File: config.mk
export PLATFORM = sky130hd
export DESIGN_NAME = sampled_string_scramble_hash_flat
export DESIGN_NICKNAME = d
export VERILOG_FILES = /design/src/hw/rtl/sshash_pkg.sv /design/src/hw/rtl/sshash_in_if.sv /design/src/hw/rtl/sshash_out_if.sv /design/src/hw/rtl/sshash_pick.sv /design/src/hw/rtl/sshash_accum.sv /design/src/hw/rtl/sampled_string_scramble_hash.sv /design/src/flat_wrapper.sv
export SDC_FILE = /design/constraint.sdc
export NUM_CORES = 1
export LEC_CHECK = 0
export ABC_AREA = 0
export ABC_CLOCK_PERIOD_IN_PS = 21100
export BUFFER_PORTS_ARGS = -buffer_cell sky130_fd_sc_hd__clkbuf_2
export CAP_MARGIN = 0
export CORE_MARGIN = 2
export CORE_UTILIZATION = 41
export CTS_CLUSTER_DIAMETER = 80
export DETAILED_ROUTE_END_ITERATION = 16
export PLACE_DENSITY_LB_ADDON = 0.2
export SETUP_SLACK_MARGIN = 0.5
export SLEW_MARGIN = 20
export SYNTH_ARGS = -nofsm -noshare
export SYNTH_HDL_FRONTEND = slang
export SYNTH_HIERARCHICAL = 1
export SYNTH_SLANG_ARGS = --single-unit
File: constraint.sdc
create_clock -name i_clk -period 21.1 [get_ports i_clk]
set_input_delay 4.22 -clock i_clk [delete_from_list [all_inputs] [get_ports i_clk]]
set_output_delay 4.22 -clock i_clk [all_outputs]
set_load 0.02 [all_outputs]
File: src/hw/rtl/sshash_pkg.sv
// ----------------------------------------------------------------------------
// sshash_pkg
// Shared types, constants and shift tables of the sampled string scramble hash.
// ----------------------------------------------------------------------------
`default_nettype none

package sshash_pkg;

    localparam int DEF_LENGTH_BITS = 32;
    localparam int BYTE_W          = 8;
    localparam int LEN_IN_W        = 32;
    localparam int HASH_W          = 64;
    localparam int HALF_W          = 32;
    localparam int SHIFT_W         = 6;

    // strings up to these lengths sample every byte
    localparam int SHORT64_MAX = 15;
    localparam int SHORT32_MAX = 7;

    // last head position, largest distance below the middle, and tail byte count
    localparam int HEAD64_LAST = 4;
    localparam int MID64_SPAN  = 4;
    localparam int TAIL64_SPAN = 5;
    localparam int HEAD32_LAST = 2;

    typedef struct packed {
        logic               hit;
        logic [SHIFT_W-1:0] shamt;
    } t_pick;

    function automatic logic [SHIFT_W-1:0] sh64_short(input logic [3:0] idx);
        logic [SHIFT_W-1:0] s;
        case (idx)
            4'd0:    s = 6'd48;
            4'd1:    s = 6'd56;
            4'd2:    s = 6'd52;
            4'd3:    s = 6'd36;
            4'd4:    s = 6'd44;
            4'd5:    s = 6'd60;
            4'd6:    s = 6'd40;
            4'd7:    s = 6'd32;
            4'd8:    s = 6'd16;
            4'd9:    s = 6'd24;
            4'd10:   s = 6'd20;
            4'd11:   s = 6'd4;
            4'd12:   s = 6'd12;
            4'd13:   s = 6'd28;
            4'd14:   s = 6'd8;
            default: s = 6'd0;
        endcase
        return s;
    endfunction

    function automatic logic [SHIFT_W-1:0] sh64_head(input logic [2:0] idx);
        logic [SHIFT_W-1:0] s;
        case (idx)
            3'd0:    s = 6'd20;
            3'd1:    s = 6'd4;
            3'd2:    s = 6'd12;
            3'd3:    s = 6'd28;
            3'd4:    s = 6'd8;
            default: s = 6'd0;
        endcase
        return s;
    endfunction

    function automatic logic [SHIFT_W-1:0] sh64_mid(input logic [2:0] idx);
        logic [SHIFT_W-1:0] s;
        case (idx)
            3'd0:    s = 6'd60;
            3'd1:    s = 6'd40;
            3'd2:    s = 6'd32;
            3'd3:    s = 6'd16;
            3'd4:    s = 6'd24;
            default: s = 6'd0;
        endcase
        return s;
    endfunction

    function automatic logic [SHIFT_W-1:0] sh64_tail(input logic [2:0] idx);
        logic [SHIFT_W-1:0] s;
        case (idx)
            3'd0:    s = 6'd48;
            3'd1:    s = 6'd56;
            3'd2:    s = 6'd52;
            3'd3:    s = 6'd36;
            3'd4:    s = 6'd44;
            default: s = 6'd0;
        endcase
        return s;
    endfunction

    function automatic logic [SHIFT_W-1:0] sh32_short(input logic [2:0] idx);
        logic [SHIFT_W-1:0] s;
        case (idx)
            3'd0:    s = 6'd16;
            3'd1:    s = 6'd24;
            3'd2:    s = 6'd20;
            3'd3:    s = 6'd4;
            3'd4:    s = 6'd12;
            3'd5:    s = 6'd28;
            3'd6:    s = 6'd8;
            default: s = 6'd0;
        endcase
        return s;
    endfunction

    function automatic logic [SHIFT_W-1:0] sh32_head(input logic [1:0] idx);
        logic [SHIFT_W-1:0] s;
        case (idx)
            2'd0:    s = 6'd12;
            2'd1:    s = 6'd28;
            2'd2:    s = 6'd8;
            default: s = 6'd0;
        endcase
        return s;
    endfunction

    // index is distance below the middle byte
    function automatic logic [SHIFT_W-1:0] sh32_mid(input logic idx);
        return idx ? 6'd4 : 6'd20;
    endfunction

    // index is distance from the end, minus one
    function automatic logic [SHIFT_W-1:0] sh32_tail(input logic idx);
        return idx ? 6'd24 : 6'd16;
    endfunction

endpackage

`default_nettype wire

File: src/hw/rtl/sshash_in_if.sv
// ----------------------------------------------------------------------------
// sshash_in_if
// Byte channel: one string byte per transaction with length and last mark.
// ----------------------------------------------------------------------------
`default_nettype none

interface sshash_in_if;
    logic                             valid;
    logic                             ready;
    logic [sshash_pkg::BYTE_W-1:0]    byte_value;
    logic [sshash_pkg::LEN_IN_W-1:0]  string_length;
    logic                             last_byte;

    modport source (
        output valid, byte_value, string_length, last_byte,
        input  ready
    );

    modport sink (
        input  valid, byte_value, string_length, last_byte,
        output ready
    );
endinterface

`default_nettype wire

File: src/hw/rtl/sshash_out_if.sv
// ----------------------------------------------------------------------------
// sshash_out_if
// Hash channel: one hash value per transaction.
// ----------------------------------------------------------------------------
`default_nettype none

interface sshash_out_if;
    logic                           valid;
    logic                           ready;
    logic [sshash_pkg::HASH_W-1:0]  hash_value;

    modport source (
        output valid, hash_value,
        input  ready
    );

    modport sink (
        input  valid, hash_value,
        output ready
    );
endinterface

`default_nettype wire

File: src/hw/rtl/sshash_pick.sv
// ----------------------------------------------------------------------------
// sshash_pick
// Decides whether the byte at the current position is sampled and its shift.
// ----------------------------------------------------------------------------
`default_nettype none

module sshash_pick #(
    parameter int LENGTH_BITS = sshash_pkg::DEF_LENGTH_BITS
) (
    input  wire logic [LENGTH_BITS-1:0] i_len,
    input  wire logic [LENGTH_BITS-1:0] i_pos,
    input  wire logic                   i_wide,
    output sshash_pkg::t_pick           o_pick
);

    localparam int LB = LENGTH_BITS;

    logic [LB-1:0] remain;    // bytes left including this one
    logic [LB-1:0] mid64;
    logic [LB-1:0] mid32;
    logic [LB:0]   below64;   // borrow bit on top
    logic [LB:0]   below32;
    logic          in_range;

    assign in_range = i_pos < i_len;
    assign remain   = i_len - i_pos;
    assign mid64    = (i_len >> 1) + LB'(1);
    assign mid32    = i_len >> 1;
    assign below64  = {1'b0, mid64} - {1'b0, i_pos};
    assign below32  = {1'b0, mid32} - {1'b0, i_pos};

    always_comb begin
        o_pick.hit   = 1'b0;
        o_pick.shamt = '0;
        if (in_range) begin
            if (i_wide) begin
                if (i_len <= LB'(sshash_pkg::SHORT64_MAX)) begin
                    o_pick.hit   = 1'b1;
                    o_pick.shamt = sshash_pkg::sh64_short(
                        4'(sshash_pkg::SHORT64_MAX) - remain[3:0]);
                end else if (i_pos <= LB'(sshash_pkg::HEAD64_LAST)) begin
                    o_pick.hit   = 1'b1;
                    o_pick.shamt = sshash_pkg::sh64_head(i_pos[2:0]);
                end else if (!below64[LB] &&
                             below64[LB-1:0] <= LB'(sshash_pkg::MID64_SPAN)) begin
                    o_pick.hit   = 1'b1;
                    o_pick.shamt = sshash_pkg::sh64_mid(below64[2:0]);
                end else if (remain <= LB'(sshash_pkg::TAIL64_SPAN)) begin
                    o_pick.hit   = 1'b1;
                    o_pick.shamt = sshash_pkg::sh64_tail(remain[2:0] - 3'd1);
                end
            end else begin
                if (i_len <= LB'(sshash_pkg::SHORT32_MAX)) begin
                    o_pick.hit   = 1'b1;
                    o_pick.shamt = sshash_pkg::sh32_short(
                        3'(sshash_pkg::SHORT32_MAX) - remain[2:0]);
                end else if (i_pos <= LB'(sshash_pkg::HEAD32_LAST)) begin
                    o_pick.hit   = 1'b1;
                    o_pick.shamt = sshash_pkg::sh32_head(i_pos[1:0]);
                end else if (!below32[LB] && below32[LB-1:0] <= LB'(1)) begin
                    o_pick.hit   = 1'b1;
                    o_pick.shamt = sshash_pkg::sh32_mid(below32[0]);
                end else if (remain <= LB'(2)) begin
                    o_pick.hit   = 1'b1;
                    o_pick.shamt = sshash_pkg::sh32_tail(~remain[0]);
                end
            end
        end
    end

endmodule

`default_nettype wire

File: src/hw/rtl/sshash_accum.sv
// ----------------------------------------------------------------------------
// sshash_accum
// Position counter, running sum and result register of the hash.
// ----------------------------------------------------------------------------
`default_nettype none

module sshash_accum #(
    parameter int LENGTH_BITS = sshash_pkg::DEF_LENGTH_BITS
) (
    input  wire logic                            i_clk,
    input  wire logic                            i_rst_n,
    input  wire logic                            i_advance,
    input  wire logic [sshash_pkg::BYTE_W-1:0]   i_byte,
    input  wire logic [LENGTH_BITS-1:0]          i_len,
    input  wire logic                            i_last,
    input  wire logic                            i_wide,
    input  wire sshash_pkg::t_pick               i_pick,
    input  wire logic                            i_out_ready,
    output logic [LENGTH_BITS-1:0]               o_pos,
    output logic                                 o_out_valid,
    output logic [sshash_pkg::HASH_W-1:0]        o_hash
);

    localparam int HW = sshash_pkg::HASH_W;
    localparam int BW = sshash_pkg::BYTE_W;

    logic [LENGTH_BITS-1:0] r_pos,   n_pos;
    logic [HW-1:0]          r_sum,   n_sum;
    logic                   r_valid, n_valid;
    logic [HW-1:0]          r_hash,  n_hash;
    logic [HW-1:0]          base;
    logic [HW-1:0]          sext;
    logic [HW-1:0]          term;
    logic [HW-1:0]          total;
    logic                   empty;

    assign empty = (i_len == '0);
    assign base  = (r_pos == '0) ? HW'(i_len) : r_sum;
    assign sext  = {{(HW-BW){i_byte[BW-1]}}, i_byte};
    assign term  = i_pick.hit ? (sext << i_pick.shamt) : '0;
    assign total = base + term;

    always_comb begin
        n_pos   = r_pos;
        n_sum   = r_sum;
        n_valid = r_valid & ~i_out_ready;
        n_hash  = r_hash;
        if (i_advance) begin
            if (empty) begin
                n_pos   = '0;
                n_sum   = '0;
                n_valid = 1'b1;
                n_hash  = '0;
            end else if (i_last) begin
                n_pos   = '0;
                n_sum   = '0;
                n_valid = 1'b1;
                n_hash  = i_wide ? total
                                 : {{(HW-sshash_pkg::HALF_W){1'b0}},
                                    total[sshash_pkg::HALF_W-1:0]};
            end else begin
                n_pos = r_pos + LENGTH_BITS'(1);
                n_sum = total;
            end
        end
    end

    always_ff @(posedge i_clk) begin
        if (!i_rst_n) begin
            r_pos   <= '0;
            r_sum   <= '0;
            r_valid <= 1'b0;
        end else begin
            r_pos   <= n_pos;
            r_sum   <= n_sum;
            r_valid <= n_valid;
        end
    end

    always_ff @(posedge i_clk) begin
        r_hash <= n_hash;
    end

    assign o_pos       = r_pos;
    assign o_out_valid = r_valid;
    assign o_hash      = r_hash;

endmodule

`default_nettype wire

File: src/hw/rtl/sampled_string_scramble_hash.sv
// ----------------------------------------------------------------------------
// sampled_string_scramble_hash
// Hashes a byte stream by summing shifted bytes at length-dependent positions.
// ----------------------------------------------------------------------------
// Usage:
//   i_in carries one string byte per transaction, together with the total
//   string length and a last mark. A transaction with length zero stands for
//   the empty string and yields a hash of zero on its own.
//   o_out carries one hash per string, produced for the transaction that has
//   the last mark set.
//   i_cfg_we/i_cfg_wdata write the mode bit (1: 64-bit hash, 0: 32-bit hash);
//   write it only while no string is in flight.
// Timing:
//   a byte is registered at its accepting edge and folded into the sum at
//   the next edge, unless it would give a result while one is still held;
//   the hash is registered as the last byte is folded in. One byte is taken
//   every cycle while no result is held back; the limit is the position
//   compare, shift select and 64-bit add between the input and sum registers.
// Reset:
//   clears the position, the sum and both valid flags; the mode returns to 64.
// Stall:
//   a held result keeps its register; bytes that give no result still flow,
//   and a byte that would give a result waits in the input register.
// ----------------------------------------------------------------------------
`default_nettype none

module sampled_string_scramble_hash #(
    parameter int LENGTH_BITS = sshash_pkg::DEF_LENGTH_BITS
) (
    input  wire logic   i_clk,
    input  wire logic   i_rst_n,
    sshash_in_if.sink   i_in,
    sshash_out_if.source o_out,
    input  wire logic   i_cfg_we,
    input  wire logic   i_cfg_wdata
);

    localparam int LB = LENGTH_BITS;

    logic                            r_wide;
    logic                            r_in_valid, n_in_valid;
    logic [sshash_pkg::BYTE_W-1:0]   r_byte;
    logic [LB-1:0]                   r_len;
    logic                            r_last;
    logic                            in_take;
    logic                            advance;
    logic                            gives_result;
    logic                            out_valid;
    logic [LB-1:0]                   pos;
    sshash_pkg::t_pick               pick;

    assign gives_result = r_last | (r_len == '0);
    assign advance      = r_in_valid & (~gives_result | ~out_valid | o_out.ready);
    assign i_in.ready   = ~r_in_valid | advance;
    assign in_take      = i_in.valid & i_in.ready;

    always_comb begin
        n_in_valid = r_in_valid;
        if (in_take) begin
            n_in_valid = 1'b1;
        end else if (advance) begin
            n_in_valid = 1'b0;
        end
    end

    always_ff @(posedge i_clk) begin
        if (!i_rst_n) begin
            r_wide     <= 1'b1;
            r_in_valid <= 1'b0;
        end else begin
            r_in_valid <= n_in_valid;
            if (i_cfg_we) begin
                r_wide <= i_cfg_wdata;
            end
        end
    end

    always_ff @(posedge i_clk) begin
        if (in_take) begin
            r_byte <= i_in.byte_value;
            r_len  <= LB'(i_in.string_length);
            r_last <= i_in.last_byte;
        end
    end

    sshash_pick #(
        .LENGTH_BITS (LENGTH_BITS)
    ) u_pick (
        .i_len  (r_len),
        .i_pos  (pos),
        .i_wide (r_wide),
        .o_pick (pick)
    );

    sshash_accum #(
        .LENGTH_BITS (LENGTH_BITS)
    ) u_accum (
        .i_clk       (i_clk),
        .i_rst_n     (i_rst_n),
        .i_advance   (advance),
        .i_byte      (r_byte),
        .i_len       (r_len),
        .i_last      (r_last),
        .i_wide      (r_wide),
        .i_pick      (pick),
        .i_out_ready (o_out.ready),
        .o_pos       (pos),
        .o_out_valid (out_valid),
        .o_hash      (o_out.hash_value)
    );

    assign o_out.valid = out_valid;

endmodule

`default_nettype wire

File: src/flat_wrapper.sv
// flat-port wrapper written by rule: the top's interface ports become plain ports
module sampled_string_scramble_hash_flat 
#(
    parameter int LENGTH_BITS = sshash_pkg::DEF_LENGTH_BITS
)
  (i_clk, i_rst_n, i_cfg_we, i_cfg_wdata, i_in_valid, i_in_byte_value, i_in_string_length, i_in_last_byte, i_in_ready, o_out_valid, o_out_hash_value, o_out_ready);
  sshash_in_if i_in_i ();
  sshash_out_if o_out_i ();
  input  wire logic i_clk;
  input  wire logic i_rst_n;
  input  wire logic i_cfg_we;
  input  wire logic i_cfg_wdata;
  input wire logic [$bits(i_in_i.valid)-1:0] i_in_valid;
  input wire logic [$bits(i_in_i.byte_value)-1:0] i_in_byte_value;
  input wire logic [$bits(i_in_i.string_length)-1:0] i_in_string_length;
  input wire logic [$bits(i_in_i.last_byte)-1:0] i_in_last_byte;
  output wire logic [$bits(i_in_i.ready)-1:0] i_in_ready;
  output wire logic [$bits(o_out_i.valid)-1:0] o_out_valid;
  output wire logic [$bits(o_out_i.hash_value)-1:0] o_out_hash_value;
  input wire logic [$bits(o_out_i.ready)-1:0] o_out_ready;
  assign i_in_i.valid = i_in_valid;
  assign i_in_i.byte_value = i_in_byte_value;
  assign i_in_i.string_length = i_in_string_length;
  assign i_in_i.last_byte = i_in_last_byte;
  assign i_in_ready = i_in_i.ready;
  assign o_out_valid = o_out_i.valid;
  assign o_out_hash_value = o_out_i.hash_value;
  assign o_out_i.ready = o_out_ready;
  sampled_string_scramble_hash #(.LENGTH_BITS(LENGTH_BITS)) u_core (.i_clk(i_clk), .i_rst_n(i_rst_n), .i_in(i_in_i), .o_out(o_out_i), .i_cfg_we(i_cfg_we), .i_cfg_wdata(i_cfg_wdata));
endmodule
# After elaboration in Yosys (flattened, before gate mapping)
# Memories as Yosys holds them, arrays and structs flattened.
# Cells that the tools add are included.
[op_classes]
n_addsub = 9
magnitude_cmp = 9
eq_ne = 20
shift = 1
n_mux = 30
n_bitwise = 11
reduce_logical = 14
[op_table]
columns = ["cell", "n"]
rows = [
  ["2-to-1 mux 64 bit", 6],
  ["less-or-equal comparator 32 x 3 -> 1 bit (second input constant)", 4],
  ["2-to-1 mux 7 bit", 10],
  ["adder 64 bit", 1],
  ["less-or-equal comparator 32 x 2 -> 1 bit (second input constant)", 2],
  ["logical NOT 32 bit", 2],
  ["2-to-1 mux 32 bit", 2],
  ["left shift 64 x 6 -> 64 bit", 1],
  ["one-hot mux 6 bit (5 select lines)", 2],
  ["one-hot mux 5 bit (7 select lines)", 1],
  ["subtractor 31 x 32 -> 33 bit", 1],
  ["subtractor 32 x 32 -> 33 bit", 1],
  ["adder 31 x 1 -> 32 bit (second input constant)", 1],
  ["adder 32 x 1 -> 32 bit (second input constant)", 1],
  ["less-or-equal comparator 32 x 1 -> 1 bit (second input constant)", 1],
  ["less-or-equal comparator 32 x 4 -> 1 bit (second input constant)", 1],
  ["less-than comparator 32 bit", 1],
  ["subtractor 32 bit", 1],
  ["one-hot mux 5 bit (5 select lines)", 1],
  ["== test 3 x 2 -> 1 bit (second input constant)", 8],
  ["== test 3 bit (second input constant)", 6],
  ["one-hot mux 5 bit (3 select lines)", 1],
  ["== test 3 x 1 -> 1 bit (second input constant)", 4],
  ["logical NOT 3 bit", 4],
  ["16 further kinds", 31],
]
[word_totals]
register_bits = 204
rom_bits = 64
in_bits = 47
output_inout_bits = 66
memories = 1
[mem_list]
columns = ["memory", "words", "word_bits", "read_ports", "rd_ports_with_merged_regs", "wr", "line_no", "rtl"]
rows = [
  ["(name not given)", 16, 4, 1, 0, 0, "sshash_pkg.sv:33", "case (idx)"],
]

# Longest topological paths before layout
# Gate-level depths: netlist (run 1).
[logic_depth]
depth_word = 15
ltp_mapped = 37
mapped_depth_nobuf = 35

# By module
# Netlist (run 1), hierarchy kept.
[by_module_without_submodules]
columns = ["module", "n_inst", "cells_per_inst", "area_per_inst_um2", "seq_area_each_um2"]
rows = [
  ["sshash_accum", 1, 1373, 11388.4, 3863.7],
  ["sshash_pick", 1, 1066, 7236.9, 0.0],
  ["sampled_string_scramble_hash", 1, 66, 1435.1, 1271.2],
]

# Least setup slack after synthesis (run 1)
# No wires, ideal clock.
[synth_path]
kind = "input -> output"
start = "input port o_out_ready"
end = "output port i_in_ready"
arrival_time_ps = 4644
required_time_ps = 16880
setup_slack_ps = 12236
path_stages = 2
path_buffers = 0
path_cell_list = "nor2b_1 > nand3_1"
[synth_via]
elab_chain_len = 3
[synth_lines]
columns = ["item", "line_no", "rtl"]
rows = [
  ["start: declaration", "flat_wrapper.sv:20", "input wire logic [$bits(o_out_i.ready)-1:0] o_out_ready;"],
  ["OR 1 bit", "sampled_string_scramble_hash.sv:53", "assign advance = r_in_valid & (~gives_result | ~out_valid | o_out.ready);"],
  ["bitwise AND 1 bit", "sampled_string_scramble_hash.sv:53", ""],
  ["OR 1 bit", "sampled_string_scramble_hash.sv:54", "assign i_in.ready = ~r_in_valid | advance;"],
  ["end: declaration", "flat_wrapper.sv:17", "output wire logic [$bits(i_in_i.ready)-1:0] i_in_ready;"],
]
# No other way between the ends.

==> run summary, run 1 <==
status - finished clean
number of cells on the worst hold path - 2
number of enable-type register cells in the synthesized netlist - 105
type of the worst setup path - flop to flop
Area Overhead vs Synth - 8.850%
total of cells resized after clock tree synthesis - 0
normalized max-slew margin - 31.22%
final critical path time including I/O delays and setup - 10.10 ns
number of endpoints failing setup at the final stage - 0
antenna violations before repair - 0
number of rows created at floorplan - 81
setup repair after global routing missed its margin - false
launch point of the worst hold path - u_core/u_accum/r_sum[49]$_SDFFE_PN0P_
Endpoint, Worst Hold - u_core/u_accum/r_sum[49]$_SDFFE_PN0P_
kind of path behind the tightest hold check - flop to flop
gate count after technology mapping - 2505
R2R setup slack - 11.00 ns
terminus of the critical flop-to-flop path - u_core/u_accum/o_hash[50]$_SDFFCE_PP0P_
worst setup path startpoint - u_core/r_len[2]$_DFFE_PP_
Crit. End Element - flop
final wirelength - 75810 um
area enclosed by the die boundary - 0.05071 mm2
depth of the worst register-to-register path - 30
launching point of the worst reg2reg path - u_core/r_len[2]$_DFFE_PP_
worst path required time - 21.38 ns
number of distinct standard cells referenced by the synthesized netlist - 105
register bit total from synthesis - 204
starting density of the core - 41.24%
total standard cell area after synthesis - 0.02006 mm2
number of H-tree branching levels - 1
Die Ht - 225.2 um
startpoint class of the critical path - flop
die width - 225.2 um
clock tree from TritonCTS - built
Synth Warn # - 6
number of slew-limit violations in the final report - 0
average wire length per cell after detail routing - 23.80 um
Hold Vio Cnt, Final - 0
total core area - 0.04865 mm2
arrival time reported for the critical path endpoint - 10.38 ns
Max Fanout on Critical Path - 16
Slowest-stage cell, CP - a211oi_2
Tot GR Track Use - 29.18%
fillcell total - 4978
dominant synthesized flop cell - edfxtp_1
Placer Congestion - 0.9784
final cell count without fillers - 3185
Avg Synthesized Cell Area - 8.008 um2
maximum clock path buffer count - 3
Final HPWL DP - 59770 um
worst voltage drop across the vdd grid - 57.40 uV
clock latency at the later pin of the worst-skew pair - 0.55 ns
remaining global-route overflow - 0
number of cells in the design after placement - 3142
clock buffers created by TritonCTS - 23
Clock Skews - 0.02357 ns
share of the cycle needed by the critical path after routing - 47.86%
cell area after placement - 0.02110 mm2
DR vias - 19736
largest net degree at the start of global routing - 65
Via-to-Cell Ratio - 6.197
router iterations before antenna repair - 6
Post CTS Setup Buffer Count - 0
wire length of the first global-routing pass - 113500 um
Root Driver - clkbuf_16
worst slew pin tran - 1.030 ns
count of buffers inserted at the top-level ports - 112
remaining antenna violation count - 0
proportion of layout cells with a drive suffix above 1 - 9.914%
Leakage - 0.008853 uW
stage delay of the slowest cell on the critical path - 0.83 ns
vias in the first global route - 18831
boundary pin count - 113
total number of nets in the final design - 2785
number of max-capacitance violations reported - 0
fmax - 0.09903 GHz
clock transition at the registers of the reported paths - 0.06 ns
final setup TNS - 0 ns
final routed DRC violation total - 0
fraction of the yosys area taken by sequential cells - 25.60%
hold-fix buffer count after cts - 0
post-synthesis async set-or-reset flop share - 0%
Non-Filler Cell Area, Final - 0.02184 mm2
cell mode on critical path - ha_1
number of clock sinks - 204
P per Cell Area - 58.37 mW/mm2
initial drt markers - 1813
-- cell usage after synthesis, drive strengths merged, types with 67 or more instances --
| cell type | n | area, um2 |
|---|---|---|
| nor2 | 255 | 959.7 |
| a21oi | 207 | 1051 |
| nand2 | 203 | 762.0 |
| inv | 163 | 611.8 |
| ha | 162 | 2027 |
| o21ai | 142 | 714.4 |
| edfxtp | 105 | 3153 |
| dfxtp | 99 | 1982 |
| clkbuf | 93 | 349.1 |
| nor2b | 84 | 525.5 |
| nand3 | 69 | 345.3 |
| xor2 | 69 | 604.3 |
| a21o | 67 | 504.2 |
-- layout make-up --
class / instances / area, um2 / area share [%]
Antenna cell: 1 / 2.502 / 0.01146
Clock buffer: 33 / 663.1 / 3.037
Clock inverter: 9 / 66.31 / 0.3037
Inverter: 164 / 615.6 / 2.819
Multi-Input combinational cell: 2025 / 13900 / 63.67
Sequential cell: 204 / 5135 / 23.52
Tap cell: 622 / 778.2 / 3.564
Timing Repair Buffer: 127 / 673.1 / 3.083
-- per-stage QoR --
| stage | hold slack, ns | utilization [%] | worst slack, ns | total power, uW |
|---|---|---|---|---|
| floorplan | 0.4171 | - | 12.24 | 750.6 |
| global placement | 0.4284 | 43.36 | 11.25 | 882.6 |
| detailed placement | 0.4340 | 43.38 | 11.22 | 881.8 |
| CTS | 0.4448 | 44.88 | 11.21 | 1278 |
| global route | 0.4665 | 44.88 | 10.33 | 1334 |
| finish | 0.4424 | 44.89 | 11.00 | 1275 |
-- cell families (layout without fill, tap and decap cells) --
kind of cell	after synthesis	in the layout	share of synthesized area, %
other	1	3	0.01869
adders and majority gates	193	193	13.20
buffers and inverters	277	333	5.526
and+or+nand+nor	911	911	22.61
DFF	204	204	25.60
xor gates and xnor gates	126	126	5.501
muxes	64	64	3.574
AOI/OAI and AO/OA	729	729	23.98
-- placed cells by master, fill, tap and decap left out, types with 18 or more instances in the layout --
| master | count |
|---|---|
| nor2_1 | 251 |
| a21oi_1 | 205 |
| nand2_1 | 203 |
| inv_1 | 162 |
| ha_1 | 162 |
| o21ai_0 | 121 |
| clkbuf_2 | 112 |
| edfxtp_1 | 105 |
| dfxtp_1 | 99 |
| nor2b_1 | 83 |
| xor2_1 | 69 |
| nand3_1 | 68 |
| a21o_1 | 66 |
| xnor2_1 | 57 |
| nand4_1 | 53 |
| nor4_1 | 47 |
| nor3_1 | 45 |
| mux2_2 | 37 |
| a31oi_1 | 36 |
| fa_1 | 31 |
| and3_1 | 27 |
| nand2b_1 | 26 |
| and2_1 | 26 |
| o21bai_1 | 25 |
| o21a_1 | 25 |
| a22oi_1 | 25 |
| mux2i_1 | 24 |
| clkbuf_16 | 23 |
| o31ai_1 | 19 |
| o21ai_1 | 19 |
| a211oi_1 | 18 |
-- sequential cells by signal (all words and copies together) (netlist names) --
| name | count |
|---|---|
| u_core/r_byte | 8 |
| u_core/r_in_valid | 1 |
| u_core/u_accum/o_hash | 64 |
| u_core/r_last | 1 |
| u_core/u_accum/o_out_valid | 1 |
| u_core/u_accum/r_sum | 64 |
| u_core/r_wide | 1 |
| u_core/u_accum/o_pos | 32 |
| u_core/r_len | 32 |
-- worst max-delay path by stage --
stage | end | slack (ns) | cells after the start
floorplan | i_in_ready | 12.24 | 2
global placement | u_core/u_accum/o_hash[63]$_SDFFCE_PP0P_ | 11.25 | 30
detailed placement | u_core/u_accum/o_hash[46]$_SDFFCE_PP0P_ | 11.22 | 31
CTS | u_core/u_accum/o_hash[50]$_SDFFCE_PP0P_ | 11.21 | 31
global route | u_core/u_accum/o_hash[63]$_SDFFCE_PP0P_ | 10.33 | 30
finish | u_core/u_accum/o_hash[50]$_SDFFCE_PP0P_ | 11.00 | 30
-- where the power goes --
part | leakage, uW | total, uW | internal, uW | switching [uW]
clock network | 0.000360 | 391 | 221 | 170
registers | 0.00180 | 463 | 442 | 21.8
logic | 0.00670 | 420 | 143 | 276
-- worst max-delay path, delay by kind of cell (launching register included) --
family | cells | cell delay [ns]
mux | 2 | 0.65
compound gates | 13 | 4.60
fa+ha+maj | 4 | 1.23
simple gates | 6 | 1.94
buf+inv | 3 | 0.48
xor+xnor | 2 | 0.29
flops | 1 | 0.63
-- layer usage --
metal | part of all wire [%] | GRT usage, % | vias to the layer above
met5 | 0 | 0 | -
met4 | 5.9 | 15.15 | 0
met3 | 5.2 | 2.256 | 199
met2 | 48 | 50.72 | 793
met1 | 41 | 36.17 | 9504
li1 | - | - | 9240
(Power assumes the default switching activity.)
==> run 2: changes to the inputs <==
Settings changed: ABC_CLOCK_PERIOD_IN_PS 21100 to 10500.
Clock period 21.1 ns to 10.5 ns, I/O delays scaled along.
==> run 2 against run 1 <==
  * Via count rose by 1.6%
  * Count of clock-buffer cells in the layout rose by 5
  * Power rose by 100%
  * Worst setup slack got worse by 10 ns
  * Final cell count rose by 0.72%
  * Clock skew rose by 0.011 ns
  * Die area did not move
  * Fmax rose by 4.9%
  * Clock power rose by 100%
  * Global-route usage rose by 1.4 points
  * Critical path depth fell by 1
  * Largest cell class unchanged
==> run summary, run 2 (same netlist as run 1, synthesis figures left out) <==
hold-fix buffer count after cts - 0
number of max-capacitance violations reported - 0
total number of nets in the final design - 2809
Final HPWL DP - 63380 um
number of clock sinks - 204
dpl ws - 0.7888 ns
clock power share - 30.4%
count of buffers inserted at the top-level ports - 112
sw power - 958.6 uW
Placer Congestion - 0.9587
final setup TNS - 0 ns
startpoint class of the critical path - flop
average wire length per cell after detail routing - 24.74 um
Leakage - 0.008959 uW
number of slew-limit violations in the final report - 0
Root Driver - clkbuf_16
Hold Vio Cnt, Final - 0
combinational share of power - 33.8%
kind of path behind the tightest hold check - flop to flop
remaining antenna violation count - 0
stage delay of the slowest cell on the critical path - 0.61 ns
clock tree from TritonCTS - built
fmax - 0.1038 GHz
Via-to-Cell Ratio - 6.249
type of the worst setup path - flop to flop
worst voltage drop across the vdd grid - 104.8 uV
grt met3 use - 2.907%
final routed DRC violation total - 0
status - finished clean
antenna violations before repair - 0
commonest cells after routing, fill and taps aside - nor2_1 (251), a21oi_1 (205), nand2_1 (203), inv_1 (162), ha_1 (162)
setup slack of the critical path after layout - 0.8698 ns
area enclosed by the die boundary - 0.05071 mm2
most common cell after layout, fill and taps aside - nor2_1
final critical path time including I/O delays and setup - 9.630 ns
starting density of the core - 41.24%
Crit. End Element - flop
clock latency at the later pin of the worst-skew pair - 0.55 ns
setup repair after global routing missed its margin - false
boundary pin count - 113
DR vias - 20046
wire length of the first global-routing pass - 118000 um
clock buffers created by TritonCTS - 23
P per Cell Area - 117.3 mW/mm2
die width - 225.2 um
Tot GR Track Use - 30.57%
global routing met2 resource utilization - 54.68%
initial drt markers - 1673
post-layout power - 2584 uW
final cell utilization of the core - 45.29%
maximum clock path buffer count - 3
vias in the first global route - 19264
Die Ht - 225.2 um
launch point of the worst hold path - u_core/u_accum/r_sum[51]$_SDFFE_PN0P_
normalized max-slew margin - 27.87%
worst setup path startpoint - u_core/u_accum/o_pos[9]$_SDFFE_PN0P_
share of the cycle needed by the critical path after routing - 91.72%
largest net degree at the start of global routing - 65
router iterations before antenna repair - 5
Antenna Cells - 0
Slowest-stage cell, CP - fa_1
worst path required time - 10.79 ns
number of endpoints failing setup at the final stage - 0
routing layer with the top usage in global route - met2
worst slew pin tran - 1.071 ns
Area Overhead vs Synth - 9.817%
fillcell total - 4885
sequential group share of total power - 35.8%
Sw Ratio - 37.10%
Max Fanout on Critical Path - 16
number of H-tree branching levels - 1
clock transition at the registers of the reported paths - 0.06 ns
remaining global-route overflow - 0
final wirelength - 79370 um
proportion of layout cells with a drive suffix above 1 - 10.60%
Clock Skews - 0.03473 ns
Pint - 1625 uW
Post-Route Hold Slack - 0.4393 ns
GR Layer Usage met1 - 36.07%
total core area - 0.04865 mm2
arrival time reported for the critical path endpoint - 9.92 ns
launching point of the worst reg2reg path - u_core/u_accum/o_pos[9]$_SDFFE_PN0P_
number of rows created at floorplan - 81
[run 2: cell count changes in the layout (fill, tap and decap cells not counted), moves of 2 or more]
cell | before | now
buf_4 | 15 | 38
nor4_1 | 47 | 45
inv_6 | 1 | 3
clkinv_2 | 2 | 0
clkbuf_8 | 5 | 1
clkinv_1 | 3 | 1
clkbuf_1 | 5 | 12
inv_4 | 2 | 0
[run 2: per-stage QoR]
stage	instances	cell area, um2
floorplan	2506	20060
global placement	3163	21250
detailed placement	3163	21260
CTS	3205	21970
global route	3208	22030
finish	3208	22030
[run 2: timing repair]
action | in CTS | in global routing
gates resized for setup | 0 | 4
hold endpoints to repair | 0 | 0
setup buffers | 0 | 3
endpoints found under the setup margin | 0 | 41
[run 2: final cells by class]
cell class              count  area (um2)  area share [%]
repair buffers            151       865.8           3.930
inverters                 164       615.6           2.794
flip-flops and latches    204        5135           23.31
multi-input cells        2025       13920           63.20
clock inverters             4       46.29          0.2101
well taps                 622       778.2           3.533
clock buffers              38       666.9           3.027
[run 2: path summary, 6_finish.rpt]
path	to	slack (ns)	cells past startpoint
max reg2reg	u_core/u_accum/o_hash[63]$_SDFFCE_PP0P_	0.87	29
max	u_core/u_accum/o_hash[63]$_SDFFCE_PP0P_	0.87	29
min reg2reg	u_core/u_accum/r_sum[51]$_SDFFE_PN0P_	0.44	2
min	u_core/u_accum/r_sum[51]$_SDFFE_PN0P_	0.44	2
[run 2: power groups by stage]
stage / sequential [uW] / clock, uW / combinational [uW]
after floorplan: 939 / 0 / 569
after global placement: 941 / 0 / 853
after detailed placement: 942 / 0 / 849
after CTS: 925 / 801 / 854
after global routing: 927 / 829 / 940
final: 925 / 786 / 873
[run 2: layer usage]
layer  share of wire [%]  routed length (um)  up-vias
li1                    -                   -     9286
met1                  39               31320     9724
met2                  49               38880      821
met3                 5.3                4224      215
met4                 6.2                4948        0
met5                   0                   0        -
[run 2: critical path, delay by kind of cell, from the launching register on]
family,cells,cell delay [ns]
AO/OA/AOI/OAI,9,2.93
multiplexers,2,0.67
flip-flops,1,0.58
AND/OR/NAND/NOR,10,2.97
buffers and inverters,4,0.74
adder cells (fa/ha/maj),3,1.31
XOR/XNOR,1,0.17
